## src/rtl/core/x10rf_pkg.sv

```systemverilog
// shared types and constants for the x10 rf pulse decoder
// no dependencies; imported by every module of the block
`default_nettype none

package x10rf_pkg;

    localparam int ADDR_W = 4;
    localparam int DATA_W = 32;

    localparam logic [7:0]  TIME_SCALE_RST     = 8'd1;
    localparam logic [15:0] SYNC_THRESHOLD_RST = 16'd3000;
    localparam logic [15:0] BIT_THRESHOLD_RST  = 16'd600;

    localparam logic [2:0] CMD_OFF     = 3'd0;
    localparam logic [2:0] CMD_ON      = 3'd1;
    localparam logic [2:0] CMD_BRIGHT  = 3'd2;
    localparam logic [2:0] CMD_DIM     = 3'd3;
    localparam logic [2:0] CMD_ALL_OFF = 3'd4;
    localparam logic [2:0] CMD_ALL_ON  = 3'd5;

    localparam logic [4:0] UNIT_MAX = 5'd16;

    typedef struct packed {
        logic [15:0] pulse_width;
        logic        last_pulse;
    } pulse_t;

    typedef struct packed {
        logic       accepted;
        logic [3:0] house_code;
        logic [4:0] unit_number;
        logic [2:0] command_code;
    } result_t;

    typedef struct packed {
        logic [7:0]  time_scale;
        logic [15:0] sync_threshold;
        logic [15:0] bit_threshold;
    } cfg_t;

    // train state as seen after the current item has been folded in
    typedef struct packed {
        logic [6:0]  count;
        logic        first_long;
        logic        second_long;
        logic [31:0] bits;
    } train_t;

endpackage

`default_nettype wire

```

## src/rtl/core/x10rf_regs.sv

```systemverilog
// apb configuration registers: time scale, sync and bit thresholds
// depends on x10rf_pkg
`default_nettype none

module x10rf_regs (
    input  wire logic                       clk,
    input  wire logic                       rst_n,
    input  wire logic                       psel,
    input  wire logic                       penable,
    input  wire logic                       pwrite,
    input  wire logic [x10rf_pkg::ADDR_W-1:0] paddr,
    input  wire logic [x10rf_pkg::DATA_W-1:0] pwdata,
    output logic      [x10rf_pkg::DATA_W-1:0] prdata,
    output logic                            pready,
    output x10rf_pkg::cfg_t                 cfg
);
    import x10rf_pkg::*;

    typedef enum logic [1:0] {
        REG_TIME_SCALE = 2'd0,
        REG_SYNC_THR   = 2'd1,
        REG_BIT_THR    = 2'd2,
        REG_NONE       = 2'd3
    } reg_idx_t;

    cfg_t     cfg_reg;
    reg_idx_t idx;
    logic     wr_en;

    assign idx    = reg_idx_t'(paddr[ADDR_W-1:2]);
    assign pready = 1'b1;
    assign wr_en  = psel && penable && pwrite && pready;
    assign cfg    = cfg_reg;

    always_ff @(posedge clk or negedge rst_n)
    begin
        if (!rst_n)
        begin
            cfg_reg.time_scale     <= TIME_SCALE_RST;
            cfg_reg.sync_threshold <= SYNC_THRESHOLD_RST;
            cfg_reg.bit_threshold  <= BIT_THRESHOLD_RST;
        end
        else if (wr_en)
        begin
            case (idx)
                REG_TIME_SCALE: cfg_reg.time_scale     <= pwdata[7:0];
                REG_SYNC_THR:   cfg_reg.sync_threshold <= pwdata[15:0];
                REG_BIT_THR:    cfg_reg.bit_threshold  <= pwdata[15:0];
                default:        ;
            endcase
        end
    end

    always_comb
    begin
        case (idx)
            REG_TIME_SCALE: prdata = {24'd0, cfg_reg.time_scale};
            REG_SYNC_THR:   prdata = {16'd0, cfg_reg.sync_threshold};
            REG_BIT_THR:    prdata = {16'd0, cfg_reg.bit_threshold};
            default:        prdata = '0;
        endcase
    end

endmodule

`default_nettype wire

```

## src/rtl/core/x10rf_train.sv

```systemverilog
// train tracker: scales each duration, counts pulses, keeps sync flags
// and the gap bit shift register; depends on x10rf_pkg
`default_nettype none

module x10rf_train (
    input  wire logic              clk,
    input  wire logic              rst_n,
    input  wire x10rf_pkg::cfg_t   cfg,
    input  wire logic              step,
    input  wire x10rf_pkg::pulse_t pulse,
    output x10rf_pkg::train_t      train
);
    import x10rf_pkg::*;

    localparam logic [6:0] COUNT_MAX = 7'd127;

    logic [6:0]  count_reg,  count_next;
    logic        first_reg,  first_next;
    logic        second_reg, second_next;
    logic [32:0] shift_reg,  shift_next;

    logic [23:0] scaled;
    logic        sync_long;
    logic        bit_one;
    logic [6:0]  count_upd;
    logic        first_upd;
    logic        second_upd;
    logic [32:0] shift_upd;

    assign scaled    = {8'd0, pulse.pulse_width} * {16'd0, cfg.time_scale};
    assign sync_long = scaled > {8'd0, cfg.sync_threshold};
    assign bit_one   = scaled > {8'd0, cfg.bit_threshold};

    always_comb
    begin
        count_upd  = (count_reg != COUNT_MAX) ? count_reg + 7'd1 : count_reg;
        first_upd  = (count_upd == 7'd1) ? sync_long : first_reg;
        second_upd = (count_upd == 7'd2) ? sync_long : second_reg;
        shift_upd  = count_upd[0] ? shift_reg : {shift_reg[31:0], bit_one};

        count_next  = count_reg;
        first_next  = first_reg;
        second_next = second_reg;
        shift_next  = shift_reg;
        if (step)
        begin
            if (pulse.last_pulse)
            begin
                count_next  = '0;
                first_next  = 1'b0;
                second_next = 1'b0;
                shift_next  = '0;
            end
            else
            begin
                count_next  = count_upd;
                first_next  = first_upd;
                second_next = second_upd;
                shift_next  = shift_upd;
            end
        end
    end

    always_ff @(posedge clk or negedge rst_n)
    begin
        if (!rst_n)
        begin
            count_reg  <= '0;
            first_reg  <= 1'b0;
            second_reg <= 1'b0;
            shift_reg  <= '0;
        end
        else
        begin
            count_reg  <= count_next;
            first_reg  <= first_next;
            second_reg <= second_next;
            shift_reg  <= shift_next;
        end
    end

    assign train.count       = count_upd;
    assign train.first_long  = first_upd;
    assign train.second_long = second_upd;
    assign train.bits        = shift_upd[32:1];

endmodule

`default_nettype wire

```

## src/rtl/core/x10rf_decode.sv

```systemverilog
// frame check and x10 field decode of the collected 32 gap bits
// depends on x10rf_pkg
`default_nettype none

module x10rf_decode (
    input  wire x10rf_pkg::train_t train,
    output x10rf_pkg::result_t     result
);
    import x10rf_pkg::*;

    localparam logic [6:0] SHORT_TRAIN = 7'd66;
    localparam logic [6:0] LONG_TRAIN  = 7'd68;
    localparam logic [7:0] B2_UNIT_MASK = 8'h87;
    localparam logic [7:0] B2_OFF_BIT   = 8'h20;
    localparam logic [7:0] B2_BRIGHT    = 8'h88;
    localparam logic [7:0] B2_DIM       = 8'h98;
    localparam logic [7:0] B2_ALL_OFF   = 8'h80;
    localparam logic [7:0] B2_ALL_ON    = 8'h90;
    localparam logic [3:0] UPPER_BANK   = 4'h4;

    function automatic logic [3:0] house_of(input logic [3:0] nib);
        logic [3:0] h;
        case (nib)
            4'h0: h = 4'd12;
            4'h1: h = 4'd13;
            4'h2: h = 4'd14;
            4'h3: h = 4'd15;
            4'h4: h = 4'd2;
            4'h5: h = 4'd3;
            4'h6: h = 4'd0;
            4'h7: h = 4'd1;
            4'h8: h = 4'd4;
            4'h9: h = 4'd5;
            4'ha: h = 4'd6;
            4'hb: h = 4'd7;
            4'hc: h = 4'd10;
            4'hd: h = 4'd11;
            4'he: h = 4'd8;
            4'hf: h = 4'd9;
            default: h = 4'd0;
        endcase
        return h;
    endfunction

    logic       frame_ok;
    logic [7:0] b0, b1, b2, b3;
    logic [4:0] unit;
    logic [2:0] cmd;

    assign frame_ok = (train.count == SHORT_TRAIN) ||
                      (train.count == LONG_TRAIN && train.first_long && train.second_long);
    assign b0 = train.bits[31:24];
    assign b1 = ~train.bits[23:16];
    assign b2 = train.bits[15:8];
    assign b3 = ~train.bits[7:0];

    always_comb
    begin
        unit = '0;
        cmd  = CMD_OFF;
        if ((b2 & B2_UNIT_MASK) == 8'h00)
        begin
            unit = 5'd1 + {4'd0, b2[4]} + {3'd0, b2[3], 1'b0} + {2'd0, b2[6], 2'b00};
            cmd  = ((b2 & B2_OFF_BIT) != 8'h00) ? CMD_OFF : CMD_ON;
        end
        else if (b2 == B2_BRIGHT)
            cmd = CMD_BRIGHT;
        else if (b2 == B2_DIM)
            cmd = CMD_DIM;
        else if (b2 == B2_ALL_OFF)
            cmd = CMD_ALL_OFF;
        else if (b2 == B2_ALL_ON)
            cmd = CMD_ALL_ON;
        // upper bank of units
        if (b0[3:0] == UPPER_BANK && (cmd == CMD_OFF || cmd == CMD_ON))
            unit = unit + 5'd8;

        result = '0;
        if (frame_ok && b0 == b1 && b2 == b3)
        begin
            result.accepted     = 1'b1;
            result.house_code   = house_of(b0[7:4]);
            result.unit_number  = unit;
            result.command_code = cmd;
        end
    end

endmodule

`default_nettype wire

```

## src/rtl/core/x10_rf_pulse_decoder.sv

```systemverilog
// x10 rf pulse decoder top level: input item register, train tracker,
// decoder and result register; no stall from config; result path is
// input item register, then result register; a full result register
// stalls a last item, else one item per cycle, set by the input stage
// reset: rst_n async low, clears train state, valid flags and config regs
`default_nettype none

module x10_rf_pulse_decoder (
    input  wire logic                         clk,
    input  wire logic                         rst_n,
    input  wire logic                         pulse_valid,
    output logic                              pulse_ready,
    input  wire x10rf_pkg::pulse_t            pulse,
    output logic                              result_valid,
    input  wire logic                         result_ready,
    output x10rf_pkg::result_t                result,
    input  wire logic                         psel,
    input  wire logic                         penable,
    input  wire logic                         pwrite,
    input  wire logic [x10rf_pkg::ADDR_W-1:0] paddr,
    input  wire logic [x10rf_pkg::DATA_W-1:0] pwdata,
    output logic      [x10rf_pkg::DATA_W-1:0] prdata,
    output logic                              pready
);
    import x10rf_pkg::*;

    cfg_t    cfg;
    train_t  train;
    result_t decoded;

    pulse_t  pulse_reg;
    logic    pulse_vld_reg;
    result_t result_reg;
    logic    result_vld_reg;
    logic    advance;
    logic    out_free;

    x10rf_regs u_regs (
        .clk     (clk),
        .rst_n   (rst_n),
        .psel    (psel),
        .penable (penable),
        .pwrite  (pwrite),
        .paddr   (paddr),
        .pwdata  (pwdata),
        .prdata  (prdata),
        .pready  (pready),
        .cfg     (cfg)
    );

    x10rf_train u_train (
        .clk   (clk),
        .rst_n (rst_n),
        .cfg   (cfg),
        .step  (advance),
        .pulse (pulse_reg),
        .train (train)
    );

    x10rf_decode u_decode (
        .train  (train),
        .result (decoded)
    );

    assign out_free    = !result_vld_reg || result_ready;
    assign advance     = pulse_vld_reg && (!pulse_reg.last_pulse || out_free);
    assign pulse_ready = !pulse_vld_reg || advance;

    always_ff @(posedge clk or negedge rst_n)
    begin
        if (!rst_n)
            pulse_vld_reg <= 1'b0;
        else if (pulse_ready)
            pulse_vld_reg <= pulse_valid;
    end

    always_ff @(posedge clk)
    begin
        if (pulse_valid && pulse_ready)
            pulse_reg <= pulse;
    end

    always_ff @(posedge clk or negedge rst_n)
    begin
        if (!rst_n)
            result_vld_reg <= 1'b0;
        else if (advance && pulse_reg.last_pulse)
            result_vld_reg <= 1'b1;
        else if (result_ready)
            result_vld_reg <= 1'b0;
    end

    always_ff @(posedge clk)
    begin
        if (advance && pulse_reg.last_pulse)
            result_reg <= decoded;
    end

    assign result_valid = result_vld_reg;
    assign result       = result_reg;

`ifndef SYNTHESIS
    a_last_gives_result: assert property (@(posedge clk) disable iff (!rst_n)
        advance && pulse_reg.last_pulse |=> result_vld_reg)
        else $error("last pulse item did not produce a result");

    a_reject_zero: assert property (@(posedge clk) disable iff (!rst_n)
        result_vld_reg && !result_reg.accepted |->
            result_reg.house_code == 4'd0 && result_reg.unit_number == 5'd0 &&
            result_reg.command_code == CMD_OFF)
        else $error("rejected train carries nonzero fields");

    a_accept_range: assert property (@(posedge clk) disable iff (!rst_n)
        result_vld_reg && result_reg.accepted |->
            result_reg.unit_number <= UNIT_MAX && result_reg.command_code <= CMD_ALL_ON)
        else $error("decoded unit or command out of range");
`endif

endmodule

`default_nettype wire

```

## config.mk

```make
export PLATFORM = sky130hd
export DESIGN_NAME = x10_rf_pulse_decoder
export DESIGN_NICKNAME = d
export VERILOG_FILES = /design/src/rtl/core/x10rf_pkg.sv /design/src/rtl/core/x10rf_regs.sv /design/src/rtl/core/x10rf_train.sv /design/src/rtl/core/x10rf_decode.sv /design/src/rtl/core/x10_rf_pulse_decoder.sv
export SDC_FILE = /design/constraint.sdc
export NUM_CORES = 1
export LEC_CHECK = 0
export ABC_AREA = 1
export CAP_MARGIN = 10
export CORE_MARGIN = 4
export CORE_UTILIZATION = 65
export DETAILED_ROUTE_END_ITERATION = 10
export DONT_BUFFER_PORTS = 1
export HOLD_SLACK_MARGIN = 0.12
export PLACE_DENSITY_LB_ADDON = 0.2
export SLEW_MARGIN = 10
export SYNTH_ARGS = -nofsm -noshare
export SYNTH_HDL_FRONTEND = slang
export SYNTH_SLANG_ARGS = --single-unit
```

## constraint.sdc

```tcl
create_clock -name clk -period 7.1 [get_ports clk]
set_input_delay 1.065 -clock clk [delete_from_list [all_inputs] [get_ports clk]]
set_output_delay 1.065 -clock clk [all_outputs]
set_load 0.1 [all_outputs]
```

==> reports/qor.yml <==
drt:
  avgViaCountPerCell: 5.349
  wl_met1_um: 10360
  vias: 8911
  first_pass_iters: 5
  routed_wl_um: 25280
  top_layer: "met4"
  ant_nets: 0
  wl_per_cell_um: 15.17
  wl_met3_um: 1222
  drtIter0Drc: 472
  drc: 0
  route.met2.wl_um: 13010
sta:
  max_freq_mhz: 152.6
  max_slew_margin_pct: 24.37
  holdWs_ns: 0.3269
  setup_viol: 0
  period_needed_ns: 6.554
  hold_viol_final: 0
  tightest_slew_ns: 1.137
  clock_skew_ns: 0.01580
  report.final.slew_viol_count: 0
  tns_ns: 0
  period_share_pct: 92.31
  rsz0062_at_grt: "false"
floorplanning:
  start_util_pct: 66.48
  ioPinCount: 108
  num_rows: 47
  coreArea_um2: 16640
  die_area_um2: 19170
  fp.dieW_um: 138.5
  die_y_um: 138.5
clock_tree:
  cts.path.max_buffers: 2
  postCtsSetupRepairBufs: 0
  cts.sinks: 114
  h-tree-depth: 4
  cts_tree: "yes"
  ctsHoldBuffers: 0
  insertion_delay_ns: 0.43
  clk_pin_slew_ns: 0.07
  root_buffer: "clkbuf_16"
  cts_resized: 0
  cts_made_buffers: 17
placement:
  placed_cells: 1634
  placed_cell_area_um2: 11150
  dpl.hpwl_um: 18640
  io_buffer_count: 0
  gp_congestion: 0.9232
synthesis:
  async_flop_share_pct: 73.68
  syn_area_um2: 11060
  ys_seq_area_share_pct: 27.28
  synth-main-ff-cell: "dfrtp_1"
  synthDistinctLibCells: 52
  synth-edff-count: 30
  synth_cells: 1462
  avgSynthCellArea_um2: 7.568
  yosys_warnings: 0
  synth_seq_cells: 114
layout:
  fin_cells: 1666
  num-fill-cells: 1355
  final_common_cell: "nand2_1"
  area_growth_pct: 6.016
  stdcell_area_um2: 11730
  drive_gt1_share_pct: 7.607
  nets: 1659
  final_cell_mix: "nand2_1 (393), inv_1 (366), fa_1 (84)"
  largest_reg_flops: 40
  final_core_util_pct: 70.48
  antennaDiodeCount: 0
global_routing:
  grt_overflow: 0
  antenna_found_initial: 0
  grt_pass1_vias: 8935
  track_usage_pct: 27.39
  grt_max_degree: 85
  grt_pass1_wl_um: 43260
critical_path:
  worstSetupEndpointType: "flip-flop"
  cp.required_ns: 7.26
  ff2ff_setup_slack_ns: 0.55
  crit_path_start_kind: "flip-flop"
  crit_arrival_ns: 6.72
  critical_path_class: "reg2reg"
  cp_max_fo: 18
hold_path:
  hold_class: "in2async"
pwr:
  pwr_density_cell_nw_per_um2: 476.0
  p_leak_nw: 6.689
  vdd_drop_max_mv: 0.3340
status:
  status: "finished clean"
flow_run:
  drv_cap: 0
metrics by stage:
step	power (mW)	worst slack, ns
after floorplan	3.836	1.498
after global placement	4.523	0.8185
after detailed placement	4.635	0.6667
after CTS	5.564	0.6281
after global routing	6.195	0.1989
final	5.584	0.5463
cell families after synthesis:
logic type | after synthesis | synth area share (%)
AND/OR/NAND/NOR | 534 | 20.21
buffers and inverters | 443 | 16.30
AO/OA/AOI/OAI | 179 | 9.782
adder cells (fa/ha/maj) | 166 | 24.47
flip-flops | 114 | 27.28
XOR/XNOR | 24 | 1.900
other | 2 | 0.06788
layout make-up:
type                    count  area (um^2)  area share [%]
multi-input cells         920         6394           54.51
flip-flops and latches    114         3018           25.73
inverters                 371         1396           11.90
clock buffers              24        503.0           4.288
well taps                 220        275.3           2.347
clock inverters             8        76.32          0.6507
repair buffers              9        67.56          0.5760
where the power goes:
group	switching (mW)	internal (mW)	total (mW)
logic	2.43	1.35	3.78
registers	0.155	0.784	0.939
clock network	0.331	0.530	0.860
total	2.92	2.67	5.58
Yosys cell counts, drive strengths merged (2+ instances only):
master | instances | area (um^2)
a21oi | 27 | 135.1
a31oi | 2 | 12.51
and2 | 3 | 18.77
buf | 36 | 271.5
clkbuf | 36 | 135.1
clkinv | 2 | 8.750
conb | 2 | 7.510
dfrtp | 72 | 1802
dfstp | 12 | 315.3
edfxtp | 30 | 900.9
fa | 84 | 1682
ha | 82 | 1026
inv | 369 | 1388
nand2 | 401 | 1549
nand3 | 42 | 210.2
nand3b | 4 | 30.03
nand4 | 10 | 77.57
nor2 | 56 | 242.7
nor3 | 13 | 75.07
o21a | 7 | 77.57
o21ai | 92 | 505.5
o21bai | 4 | 30.03
o221ai | 8 | 70.07
o22ai | 35 | 219.0
or2 | 2 | 12.51
xnor2 | 9 | 78.83
xor2 | 15 | 131.4
routing by layer:
layer / vias to the layer above / global-route usage [%]
li1: 4345 / -
met1: 4264 / 34.70
met2: 242 / 47.35
met3: 60 / 5.110
met4: 0 / 9.516
met5: - / 0
final timing paths:
kind	startpoint	end	cells past startpoint
worst min register to register	u_regs.cfg[31]$_DFFE_PN0P_	u_regs.cfg[31]$_DFFE_PN0P_	2
max in group asynchronous	rst_n	u_regs.cfg[32]$_DFFE_PN1P_	0
worst min-delay path	rst_n	u_train.shift_reg[3]$_DFFE_PN0P_	0
worst max-delay path	u_regs.cfg[39]$_DFFE_PN0P_	result[1]$_SDFFCE_PN0P_	26
worst max register to register	u_regs.cfg[39]$_DFFE_PN0P_	result[1]$_SDFFCE_PN0P_	26
min in group clk	u_regs.cfg[31]$_DFFE_PN0P_	u_regs.cfg[31]$_DFFE_PN0P_	2
critical path, cell delays in order (launching register included):
cell,delay (ns)
dfrtp_1,0.85
nand2_1,0.18
inv_1,0.15
fa_1,0.44
fa_1,0.53
fa_1,0.56
inv_1,0.06
fa_1,0.54
inv_1,0.04
ha_1,0.35
nand2_1,0.13
nor2_1,0.16
nand3_1,0.08
nand2_1,0.12
a21oi_1,0.09
xnor2_1,0.33
ha_1,0.32
nand4_1,0.14
a31oi_1,0.08
nor3_1,0.18
nand3_1,0.11
nand2_1,0.12
nand3_1,0.10
nand2_1,0.11
o21bai_1,0.12
nand2_2,0.32
nor2_1,0.07
Power figures use the tool's default switching activity.
